===== config.mk =====
export PLATFORM = sky130hd
export DESIGN_NAME = led_flicker_envelope
export DESIGN_NICKNAME = d
export VERILOG_FILES = /design/src/lfe_pkg.sv /design/src/led_flicker_envelope.sv /design/src/lfe_divider.sv
export VERILOG_INCLUDE_DIRS = /design/src /design/src/src
export SDC_FILE = /design/constraint.sdc
export NUM_CORES = 1
export LEC_CHECK = 0
export ABC_AREA = 1
export BUFFER_PORTS_ARGS = -buffer_cell sky130_fd_sc_hd__clkbuf_2
export CELL_PAD_IN_SITES_DETAIL_PLACEMENT = 0
export CELL_PAD_IN_SITES_GLOBAL_PLACEMENT = 1
export CORE_MARGIN = 2
export CORE_UTILIZATION = 35
export CTS_CLUSTER_DIAMETER = 80
export DETAILED_ROUTE_END_ITERATION = 6
export GPL_TIMING_DRIVEN = 0
export PLACE_DENSITY = 0.66
export SLEW_MARGIN = 15
export SYNTH_ARGS = -nofsm -noshare
export SYNTH_HDL_FRONTEND = slang
export SYNTH_SLANG_ARGS = --single-unit

===== constraint.sdc =====
create_clock -name clk -period 17.05 [get_ports clk]
set_input_delay 0 -clock clk [delete_from_list [all_inputs] [get_ports clk]]
set_output_delay 0 -clock clk [all_outputs]
set_load 0.05 [all_outputs]

===== src/assert_macros.svh =====
// Assertion helpers shared by the envelope RTL.
// Each macro takes a label, the clock, the active-low reset and two expressions.
`ifndef ASSERT_MACROS_SVH
`define ASSERT_MACROS_SVH

// Same-cycle implication, checked at every rising edge outside reset.
`define ASSERT_IMPLIES(lbl, ck, rst_n, ante, cons) \
	lbl: assert property (@(posedge ck) disable iff (!(rst_n)) (ante) |-> (cons)) \
		else $error("assertion failed: implication");

// Next-cycle implication, checked at every rising edge outside reset.
`define ASSERT_NEXT(lbl, ck, rst_n, ante, cons) \
	lbl: assert property (@(posedge ck) disable iff (!(rst_n)) (ante) |=> (cons)) \
		else $error("assertion failed: next-cycle implication");

`endif


===== src/lfe_pkg.sv =====
// Shared types and constants for the LED flicker envelope.
// Used by lfe_divider and led_flicker_envelope; depends on nothing.
package lfe_pkg;

	// Field widths.
	localparam int LEVEL_W   = 8;
	localparam int PHASE_W   = 3;
	localparam int OPCODE_W  = 2;
	localparam int MS_W      = 16;
	localparam int ELAPSED_W = 17;
	localparam int CFG_IDX_W = 4;

	// Shared divider sizing: a ramp dividend is at most 255 * 65535 + 65534.
	localparam int DVD_W  = 25;
	localparam int DVS_W  = MS_W;
	localparam int QUOT_W = LEVEL_W;
	localparam int CNT_W  = 5;

	localparam logic [CNT_W-1:0] RAMP_STEPS = CNT_W'(DVD_W);
	localparam logic [CNT_W-1:0] DRAW_STEPS = CNT_W'(MS_W);

	localparam logic [ELAPSED_W-1:0] ELAPSED_MAX = '1;

	// Opcodes.
	localparam logic [OPCODE_W-1:0] OP_TICK  = 2'd0;
	localparam logic [OPCODE_W-1:0] OP_START = 2'd1;
	localparam logic [OPCODE_W-1:0] OP_STOP  = 2'd2;

	// Phase codes.
	localparam logic [PHASE_W-1:0] PH_STOPPED = 3'd0;
	localparam logic [PHASE_W-1:0] PH_IDLE    = 3'd1;
	localparam logic [PHASE_W-1:0] PH_UP      = 3'd2;
	localparam logic [PHASE_W-1:0] PH_HOLD    = 3'd3;
	localparam logic [PHASE_W-1:0] PH_DOWN    = 3'd4;

	// Register indexes.
	localparam logic [CFG_IDX_W-1:0] REG_BRIGHT_LOW  = 4'd0;
	localparam logic [CFG_IDX_W-1:0] REG_BRIGHT_HIGH = 4'd1;
	localparam logic [CFG_IDX_W-1:0] REG_IDLE_MIN    = 4'd2;
	localparam logic [CFG_IDX_W-1:0] REG_IDLE_MAX    = 4'd3;
	localparam logic [CFG_IDX_W-1:0] REG_RAMP_MIN    = 4'd4;
	localparam logic [CFG_IDX_W-1:0] REG_RAMP_MAX    = 4'd5;
	localparam logic [CFG_IDX_W-1:0] REG_HOLD_MIN    = 4'd6;
	localparam logic [CFG_IDX_W-1:0] REG_HOLD_MAX    = 4'd7;

	// Register reset values.
	localparam logic [LEVEL_W-1:0] RST_BRIGHT_LOW  = 8'd0;
	localparam logic [LEVEL_W-1:0] RST_BRIGHT_HIGH = 8'd255;
	localparam logic [MS_W-1:0]    RST_IDLE_MIN    = 16'd100;
	localparam logic [MS_W-1:0]    RST_IDLE_MAX    = 16'd1000;
	localparam logic [MS_W-1:0]    RST_RAMP_MIN    = 16'd10;
	localparam logic [MS_W-1:0]    RST_RAMP_MAX    = 16'd100;
	localparam logic [MS_W-1:0]    RST_HOLD_MIN    = 16'd10;
	localparam logic [MS_W-1:0]    RST_HOLD_MAX    = 16'd100;

	// Sequencer states.
	typedef enum logic [2:0] {
		S_WAIT_IN,
		S_LEVEL,
		S_RAMP_DIV,
		S_RAMP_WAIT,
		S_ADVANCE,
		S_DRAW_DIV,
		S_DRAW_WAIT,
		S_RESULT
	} state_t;

	// Request into the shared divider.
	typedef struct packed {
		logic             start;
		logic [DVD_W-1:0] dividend;
		logic [DVS_W-1:0] divisor;
		logic [CNT_W-1:0] steps;
	} div_req_t;

	// Result from the shared divider.
	typedef struct packed {
		logic              done;
		logic [QUOT_W-1:0] quotient;
		logic [DVS_W-1:0]  remainder;
	} div_rsp_t;

endpackage


===== src/led_flicker_envelope.sv =====
// LED flicker envelope: idle, ramp up, sustain, ramp down with random phase lengths.
// Instantiates lfe_divider; depends on lfe_pkg and assert_macros.svh.
//
// Usage:
//   Input channel (in_valid, in_stall, opcode, random_draw): one item per tick,
//   start or stop. in_stall is low only while the block waits for an item.
//   Output channel (out_valid, out_stall, level, phase): exactly one item per
//   input item, giving the LED level and the phase after that input item.
//   Configuration channel (cfg_valid, cfg_ready, cfg_index, cfg_data): always
//   ready; write only while no item is in flight. Indexes above 7 are ignored.
// Sequencing: stop and unknown opcodes go straight to their result; a start
//   draws a new length in the divider when the range is open; a tick
//   updates the level, divides a ramp level when a ramp of nonzero length
//   runs, and draws a new length when the phase changes.
//   One item is worked on at a time; the single shared restoring divider
//   works one bit per cycle.
// Reset: the envelope is stopped, level 0, all registers at their defaults.
// A stalled result holds its level and phase, and no new item is taken
// until it is delivered.
`include "assert_macros.svh"

module led_flicker_envelope (
	input  logic                            clk,
	input  logic                            arst_n,
	input  logic                            in_valid,
	output logic                            in_stall,
	input  logic [lfe_pkg::OPCODE_W-1:0]    opcode,
	input  logic [lfe_pkg::MS_W-1:0]        random_draw,
	output logic                            out_valid,
	input  logic                            out_stall,
	output logic [lfe_pkg::LEVEL_W-1:0]     level,
	output logic [lfe_pkg::PHASE_W-1:0]     phase,
	input  logic                            cfg_valid,
	output logic                            cfg_ready,
	input  logic [lfe_pkg::CFG_IDX_W-1:0]   cfg_index,
	input  logic [lfe_pkg::MS_W-1:0]        cfg_data
);

	// Configuration registers.
	logic [lfe_pkg::LEVEL_W-1:0] bright_low_q, bright_high_q;
	logic [lfe_pkg::MS_W-1:0]    idle_min_q, idle_max_q;
	logic [lfe_pkg::MS_W-1:0]    ramp_min_q, ramp_max_q;
	logic [lfe_pkg::MS_W-1:0]    hold_min_q, hold_max_q;

	// Envelope state.
	lfe_pkg::state_t               state_q, state_d;
	logic [lfe_pkg::PHASE_W-1:0]   phase_q;
	logic [lfe_pkg::ELAPSED_W-1:0] elapsed_q;
	logic [lfe_pkg::MS_W-1:0]      duration_q;
	logic [lfe_pkg::LEVEL_W-1:0]   level_q;

	// Item payload and ramp product.
	logic [lfe_pkg::MS_W-1:0]              draw_q;
	logic [lfe_pkg::LEVEL_W+lfe_pkg::MS_W-1:0] prod_q;

	lfe_pkg::div_req_t div_req;
	lfe_pkg::div_rsp_t div_rsp;

	logic                              in_acc;
	logic                              cfg_acc;
	logic                              descending;
	logic [lfe_pkg::LEVEL_W-1:0]       span;
	logic                              rising;
	logic                              in_ramp;
	logic [lfe_pkg::MS_W-1:0]          elapsed_clip;
	logic [lfe_pkg::MS_W-1:0]          ramp_num;
	logic [lfe_pkg::DVD_W-1:0]         ramp_dvd;
	logic [lfe_pkg::MS_W-1:0]          rng_lo, rng_hi;
	logic                              rng_open;
	logic [lfe_pkg::PHASE_W-1:0]       next_phase;
	logic                              phase_over;

	assign in_acc    = in_valid && !in_stall;
	assign cfg_ready = 1'b1;
	assign cfg_acc   = cfg_valid && cfg_ready;

	// Ramp arithmetic: span, clipped elapsed count and rounded dividend.
	always_comb begin
		descending   = bright_high_q < bright_low_q;
		span         = descending ? (bright_low_q - bright_high_q)
		                          : (bright_high_q - bright_low_q);
		rising       = phase_q == lfe_pkg::PH_UP;
		in_ramp      = (phase_q == lfe_pkg::PH_UP) || (phase_q == lfe_pkg::PH_DOWN);
		elapsed_clip = (elapsed_q > {1'b0, duration_q}) ? duration_q
		                                                : elapsed_q[lfe_pkg::MS_W-1:0];
		ramp_num     = rising ? elapsed_clip : (duration_q - elapsed_clip);
		ramp_dvd     = {1'b0, prod_q} + (descending
		               ? {{(lfe_pkg::DVD_W-lfe_pkg::MS_W){1'b0}}, duration_q - 1'b1}
		               : lfe_pkg::DVD_W'(0));
	end

	// Duration range of the current phase and the phase that follows it.
	always_comb begin
		case (phase_q)
			lfe_pkg::PH_IDLE: begin
				rng_lo = idle_min_q;
				rng_hi = idle_max_q;
			end
			lfe_pkg::PH_HOLD: begin
				rng_lo = hold_min_q;
				rng_hi = hold_max_q;
			end
			default: begin
				rng_lo = ramp_min_q;
				rng_hi = ramp_max_q;
			end
		endcase
		rng_open   = rng_hi > rng_lo;
		next_phase = (phase_q == lfe_pkg::PH_DOWN) ? lfe_pkg::PH_IDLE : (phase_q + 1'b1);
		phase_over = (phase_q != lfe_pkg::PH_STOPPED) && (elapsed_q > {1'b0, duration_q});
	end

	// Sequencer state register.
	always_ff @(posedge clk or negedge arst_n) begin
		if (!arst_n) begin
			state_q <= lfe_pkg::S_WAIT_IN;
		end else begin
			state_q <= state_d;
		end
	end

	// Next state and divider requests.
	always_comb begin
		state_d          = state_q;
		div_req.start    = 1'b0;
		div_req.dividend = (state_q == lfe_pkg::S_RAMP_DIV) ? ramp_dvd
		                 : {draw_q, {(lfe_pkg::DVD_W-lfe_pkg::MS_W){1'b0}}};
		div_req.divisor  = (state_q == lfe_pkg::S_RAMP_DIV) ? duration_q : (rng_hi - rng_lo);
		div_req.steps    = (state_q == lfe_pkg::S_RAMP_DIV) ? lfe_pkg::RAMP_STEPS
		                                                    : lfe_pkg::DRAW_STEPS;
		case (state_q)
			lfe_pkg::S_WAIT_IN: begin
				if (in_acc) begin
					if (opcode == lfe_pkg::OP_TICK) begin
						state_d = lfe_pkg::S_LEVEL;
					end else if (opcode == lfe_pkg::OP_START) begin
						state_d = lfe_pkg::S_DRAW_DIV;
					end else begin
						state_d = lfe_pkg::S_RESULT;
					end
				end
			end
			lfe_pkg::S_LEVEL: begin
				state_d = (in_ramp && duration_q != '0) ? lfe_pkg::S_RAMP_DIV
				                                        : lfe_pkg::S_ADVANCE;
			end
			lfe_pkg::S_RAMP_DIV: begin
				div_req.start = 1'b1;
				state_d       = lfe_pkg::S_RAMP_WAIT;
			end
			lfe_pkg::S_RAMP_WAIT: begin
				if (div_rsp.done) begin
					state_d = lfe_pkg::S_ADVANCE;
				end
			end
			lfe_pkg::S_ADVANCE: begin
				state_d = phase_over ? lfe_pkg::S_DRAW_DIV : lfe_pkg::S_RESULT;
			end
			lfe_pkg::S_DRAW_DIV: begin
				div_req.start = rng_open;
				state_d       = rng_open ? lfe_pkg::S_DRAW_WAIT : lfe_pkg::S_RESULT;
			end
			lfe_pkg::S_DRAW_WAIT: begin
				if (div_rsp.done) begin
					state_d = lfe_pkg::S_RESULT;
				end
			end
			lfe_pkg::S_RESULT: begin
				if (!out_stall) begin
					state_d = lfe_pkg::S_WAIT_IN;
				end
			end
			default: begin
				state_d = lfe_pkg::S_WAIT_IN;
			end
		endcase
	end

	// Configuration writes.
	always_ff @(posedge clk or negedge arst_n) begin
		if (!arst_n) begin
			bright_low_q  <= lfe_pkg::RST_BRIGHT_LOW;
			bright_high_q <= lfe_pkg::RST_BRIGHT_HIGH;
			idle_min_q    <= lfe_pkg::RST_IDLE_MIN;
			idle_max_q    <= lfe_pkg::RST_IDLE_MAX;
			ramp_min_q    <= lfe_pkg::RST_RAMP_MIN;
			ramp_max_q    <= lfe_pkg::RST_RAMP_MAX;
			hold_min_q    <= lfe_pkg::RST_HOLD_MIN;
			hold_max_q    <= lfe_pkg::RST_HOLD_MAX;
		end else if (cfg_acc) begin
			case (cfg_index)
				lfe_pkg::REG_BRIGHT_LOW:  bright_low_q  <= cfg_data[lfe_pkg::LEVEL_W-1:0];
				lfe_pkg::REG_BRIGHT_HIGH: bright_high_q <= cfg_data[lfe_pkg::LEVEL_W-1:0];
				lfe_pkg::REG_IDLE_MIN:    idle_min_q    <= cfg_data;
				lfe_pkg::REG_IDLE_MAX:    idle_max_q    <= cfg_data;
				lfe_pkg::REG_RAMP_MIN:    ramp_min_q    <= cfg_data;
				lfe_pkg::REG_RAMP_MAX:    ramp_max_q    <= cfg_data;
				lfe_pkg::REG_HOLD_MIN:    hold_min_q    <= cfg_data;
				lfe_pkg::REG_HOLD_MAX:    hold_max_q    <= cfg_data;
				default: ;
			endcase
		end
	end

	// Envelope state updates, step by step under the sequencer.
	always_ff @(posedge clk or negedge arst_n) begin
		if (!arst_n) begin
			phase_q    <= lfe_pkg::PH_STOPPED;
			elapsed_q  <= '0;
			duration_q <= '0;
			level_q    <= '0;
		end else begin
			case (state_q)
				lfe_pkg::S_WAIT_IN: begin
					if (in_acc) begin
						if (opcode == lfe_pkg::OP_TICK) begin
							if (elapsed_q != lfe_pkg::ELAPSED_MAX) begin
								elapsed_q <= elapsed_q + 1'b1;
							end
						end else if (opcode == lfe_pkg::OP_START) begin
							phase_q   <= lfe_pkg::PH_IDLE;
							elapsed_q <= '0;
						end else if (opcode == lfe_pkg::OP_STOP) begin
							phase_q   <= lfe_pkg::PH_STOPPED;
							elapsed_q <= '0;
						end
					end
				end
				lfe_pkg::S_LEVEL: begin
					case (phase_q)
						lfe_pkg::PH_IDLE: level_q <= bright_low_q;
						lfe_pkg::PH_HOLD: level_q <= bright_high_q;
						lfe_pkg::PH_UP, lfe_pkg::PH_DOWN: begin
							// A zero-length ramp is treated as already complete.
							if (duration_q == '0) begin
								level_q <= rising ? bright_high_q : bright_low_q;
							end
						end
						default: level_q <= '0;
					endcase
				end
				lfe_pkg::S_RAMP_WAIT: begin
					if (div_rsp.done) begin
						level_q <= descending ? (bright_low_q - div_rsp.quotient)
						                      : (bright_low_q + div_rsp.quotient);
					end
				end
				lfe_pkg::S_ADVANCE: begin
					if (phase_over) begin
						phase_q   <= next_phase;
						elapsed_q <= '0;
					end
				end
				lfe_pkg::S_DRAW_DIV: begin
					if (!rng_open) begin
						duration_q <= rng_lo;
					end
				end
				lfe_pkg::S_DRAW_WAIT: begin
					if (div_rsp.done) begin
						duration_q <= rng_lo + div_rsp.remainder;
					end
				end
				default: ;
			endcase
		end
	end

	// Item payload and the ramp product, registered ahead of the divider.
	always_ff @(posedge clk) begin
		if (in_acc) begin
			draw_q <= random_draw;
		end
		if (state_q == lfe_pkg::S_LEVEL) begin
			prod_q <= span * ramp_num;
		end
	end

	lfe_divider u_div (
		.clk    (clk),
		.arst_n (arst_n),
		.req    (div_req),
		.rsp    (div_rsp)
	);

	assign in_stall  = state_q != lfe_pkg::S_WAIT_IN;
	assign out_valid = state_q == lfe_pkg::S_RESULT;
	assign level     = level_q;
	assign phase     = phase_q;

	`ASSERT_IMPLIES(a_ready_no_result, clk, arst_n, !in_stall, !out_valid)
	`ASSERT_NEXT(a_stop_enters_stopped, clk, arst_n, in_acc && opcode == lfe_pkg::OP_STOP, phase_q == lfe_pkg::PH_STOPPED)
	`ASSERT_IMPLIES(a_div_only_in_wait, clk, arst_n, div_rsp.done, state_q == lfe_pkg::S_RAMP_WAIT || state_q == lfe_pkg::S_DRAW_WAIT)

endmodule


===== src/lfe_divider.sv =====
// Restoring divider, one quotient bit per cycle, shared by ramp and draw math.
// Depends on lfe_pkg and assert_macros.svh.
`include "assert_macros.svh"

module lfe_divider (
	input  logic              clk,
	input  logic              arst_n,
	input  lfe_pkg::div_req_t req,
	output lfe_pkg::div_rsp_t rsp
);

	logic [lfe_pkg::DVD_W-1:0]  dvd_q;
	logic [lfe_pkg::DVS_W-1:0]  dvs_q;
	logic [lfe_pkg::DVS_W-1:0]  rem_q;
	logic [lfe_pkg::QUOT_W-1:0] quot_q;
	logic [lfe_pkg::CNT_W-1:0]  cnt_q;
	logic                       busy_q;
	logic                       done_q;

	logic [lfe_pkg::DVS_W:0] trial;
	logic [lfe_pkg::DVS_W:0] diff;
	logic                    fits;

	// One step: bring down the next dividend bit and try the subtraction.
	always_comb begin
		trial = {rem_q, dvd_q[lfe_pkg::DVD_W-1]};
		diff  = trial - {1'b0, dvs_q};
		fits  = trial >= {1'b0, dvs_q};
	end

	// Control: step count, busy and a one-cycle done pulse.
	always_ff @(posedge clk or negedge arst_n) begin
		if (!arst_n) begin
			cnt_q  <= '0;
			busy_q <= 1'b0;
			done_q <= 1'b0;
		end else begin
			done_q <= 1'b0;
			if (req.start) begin
				cnt_q  <= req.steps;
				busy_q <= 1'b1;
			end else if (busy_q) begin
				cnt_q <= cnt_q - 1'b1;
				if (cnt_q == lfe_pkg::CNT_W'(1)) begin
					busy_q <= 1'b0;
					done_q <= 1'b1;
				end
			end
		end
	end

	// Datapath: partial remainder, shifted dividend and low quotient bits.
	always_ff @(posedge clk) begin
		if (req.start) begin
			dvd_q  <= req.dividend;
			dvs_q  <= req.divisor;
			rem_q  <= '0;
			quot_q <= '0;
		end else if (busy_q) begin
			dvd_q  <= {dvd_q[lfe_pkg::DVD_W-2:0], 1'b0};
			rem_q  <= fits ? diff[lfe_pkg::DVS_W-1:0] : trial[lfe_pkg::DVS_W-1:0];
			quot_q <= {quot_q[lfe_pkg::QUOT_W-2:0], fits};
		end
	end

	assign rsp.done      = done_q;
	assign rsp.quotient  = quot_q;
	assign rsp.remainder = rem_q;

	`ASSERT_IMPLIES(a_div_no_restart, clk, arst_n, req.start, !busy_q)
	`ASSERT_IMPLIES(a_div_rem_below, clk, arst_n, done_q, rem_q < dvs_q)
	`ASSERT_IMPLIES(a_div_cnt_live, clk, arst_n, busy_q, cnt_q != '0)

endmodule

==> metrics.md <==
| Metric | Value |
|---|---|
| Status | `finished clean` |
| Die Area | `0.0675 mm2` |
| Largest net degree at the start of global routing | `99` |
| Fin crit share | `49.7%` |
| Initial antenna violation count | `2` |
| Detailed-route DRC error count | `0` |
| CP startpoint | `duration_q[8]$_DFFE_PN0P_` |
| Reg2Reg Depth | `36` |
| Total number of vias | `21600` |
| Placeable Area | `0.0646 mm2` |
| First-pass GRT wire length | `119 mm` |
| Nets | `~3600` |
| Io pins | `between 50 and 60` |
| Setup CP Type | `register to register` |
| Clock Tree Buf Depth | `3` |
| Count leader, synth | `nand2_1` |
| DR top layer | `met5` |
| Post-synth ARST share | `61.3%` |
| Startpoint types | `register` |
| Setup TNS | `0 ps` |
| Syn Std Cell Area | `0.0229 mm2` |
| Rel. slew slack | `between 30% and 40%` |
| Cts bufs inserted | `36` |
| DR iter-0 viols | `1492` |
| Placer congestion estimate | `about 0.92` |
| FF-to-FF Start | `duration_q[8]$_DFFE_PN0P_` |
| Synth warn | `0` |
| Core Util, Final | `40.3%` |
| Worst clock skew | `34.5 ps` |
| Synth Register Bits | `271` |
| Highest cell delay on the worst timing path | `570 ps` |
| CTS sink cnt | `271` |
| RSZ-0062 raised after global routing | `false` |
| Post-cts resize count | `0` |
| Area Overhead vs Synth | `13.8%` |
| First-pass iteration count of the detailed router | `6` |
| Drt wl/cell | `18.2 um` |
| Die Y-Extent | `260 um` |
| Avg Vias per Cell | `around 5.2` |
| H-tree Lvls | `2` |
| Crit Path Max Fanout | `10` |
| Post-synth top flop | `dfrtp_1` |
| Slowest cell on the critical path | `fa_1` |
| Setup Viol. Count Final | `0` |
| GRT Total Usage | `22.7%` |
| WL final | `75.9 mm` |
| Initial Util | `roughly 35%` |
| Average size of a mapped cell | `7.27 um2` |
| CTS Root Buffer Type | `clkbuf_16` |
| Critical path arrival | `slightly below 9000 ps` |
| Hold depth | `6` |
| Mapped Nets | `3460` |
| Distinct cells, synth | `between 50 and 60` |
| CP endpoint kind | `register` |
| Most frequent cells after synthesis | `nand2_1, inv_1, nor2_1, nand3_1` |
| Least-Margin Pin Slew | `1050 ps` |
| Met3 wire len | `3.55 mm` |
| Top cell type by total area after synthesis | `dfrtp_1` |
| Post-DP HPWL | `a little over 60 mm` |
| Max_cap viols | `0` |
| TritonCTS clock tree | `built` |
| Row count | `between 90 and 100` |
| Worst path required time | `17340 ps` |
| Metal-1 WL | `36.0 mm` |
| Gate Count Post-Synth | `~3200` |
| Max Slew Vio Count | `0` |
| Most common cell on crit path | `nand2_1` |
| Share of cells above drive strength 1 | `6.74%` |
| Endpoints failing hold | `0` |
| Die width | `about 260 um` |
| Fmax | `0.118 GHz` |
| Clock Pin Slew Worst Setup and Hold Paths | `60 ps` |
| Largest cells by area after synthesis | `dfrtp_1, nand2_1, edfxtp_1, ha_1, fa_1` |
| GR Overflow Total | `0` |
| Met2 wire length | `34.1 mm` |
| Post-synthesis sequential area ratio | `between 30% and 40%` |
| Fin cells | `between 4000 and 5000` |
| Hold Startpoint | `opcode[0]` |
| Post-DRT Antenna Nets | `0` |
| Port buffer count | `55` |
| Vias in the first global route | `21200` |
| Number of flops mapped to enable cells by yosys | `81` |
| Cell total after placement | `slightly above 4000` |
| Clock Latency Late Sink | `570 ps` |
| Final worst path period need | `8470 ps` |
| Hold/Removal Path Class | `input port to register` |
| Share of the synthesized area in the top cell type | `~15%` |
==> kinds of logic (layout without fill, tap and decap cells) <==
group           count (synthesis)  in the layout  synth area share (%)
compound gates                502            502                  11.8
xor+xnor                       69             69                  2.64
fa+ha+maj                     266            266                  17.6
buf+inv                       480            651                  8.27
flops                         271            271                  31.0
other cells                     1              2                0.0164
simple gates                 1562           1562                  28.7
==> per-layer routing <==
layer | up-vias | global-route usage, %
met3 | 120 | 2.98
met5 | - | 0
met2 | 520 | 36.6
met4 | 2 | 7.10
li1 | 10600 | -
met1 | 10300 | 31.4
==> sequential cells by signal, summed over array words and instances, names as in the netlist, 16 cells and up <==
register     cells
u_div.dvs_q     16
elapsed_q       17
u_div.rem_q     16
u_div.dvd_q     25
idle_max_q      16
prod_q          24
idle_min_q      16
draw_q          16
hold_min_q      16
ramp_max_q      16
hold_max_q      16
duration_q      16
ramp_min_q      16
==> final timing paths <==
kind                                                      to  slack [ps]
max in group asynchronous          idle_max_q[7]$_DFFE_PN1P_       15560
worst max register to register          prod_q[22]$_DFFE_PP_        8580
worst min register to register  u_div.quot_q[6]$_SDFFE_PP0P_         470
worst min-delay path                    phase[0]$_DFFE_PN0P_          90
worst max-delay path                    prod_q[22]$_DFFE_PP_        8580
min in group asynchronous               level[2]$_DFFE_PN0P_         550
==> placed cells by master, fill, tap and decap left out, types with 38 or more instances in the layout <==
| master | synthesis | final |
|---|---|---|
| o21ai_0 | 203 | 203 |
| clkbuf_1 | 44 | 49 |
| nand3_1 | 243 | 243 |
| nand4_1 | 42 | 42 |
| nor2_1 | 353 | 352 |
| ha_1 | 174 | 174 |
| edfxtp_1 | 81 | 81 |
| nand2_1 | 818 | 818 |
| clkbuf_2 | 3 | 57 |
| fa_1 | 92 | 92 |
| a21oi_1 | 203 | 203 |
| inv_1 | 388 | 388 |
| xor2_1 | 38 | 38 |
| dlygate4sd3_1 | 0 | 46 |
| dfrtp_1 | 139 | 139 |
==> worst max-delay path: cells and delay by family (launching register included) <==
kind / cells / cell delay (ps)
buffers and inverters: 6 / 740
and+or+nand+nor: 17 / 2280
DFF: 1 / 530
AOI/OAI and AO/OA: 6 / 1540
adders and majority gates: 7 / 3060
==> final cells by class <==
type | count | area (um2)
Timing Repair Buffer | 105 | 815
Clock inverter | 17 | 225
Antenna cell | 1 | 2.50
Clock buffer | 49 | 1040
Fill cell | 6816 | 38500
Tap cell | 855 | 1070
Buffer | 82 | 397
Multi-Input combinational cell | 2400 | 13900
Sequential cell | 271 | 7100
Inverter | 398 | 1500
==> what timing repair did <==
| item | in CTS | in global routing |
|---|---|---|
| endpoints found under the hold margin | 204 | 0 |
| hold buffers | 46 | 0 |
| setup buffers | 0 | 0 |
==> metrics by stage <==
step,setup slack [ps],hold WS (ps),cell area [um2]
2_1_floorplan,10190,-296,22900
3_3_place_gp,8790,178,24200
3_5_place_dp,8720,49.8,24300
4_1_cts,8630,57.6,26100
5_1_grt,7950,102,26100
6_report,8580,89.4,26100
Power is not shown: default switching activity piles up to over one toggle a cycle in this logic, so the estimate is an artifact.
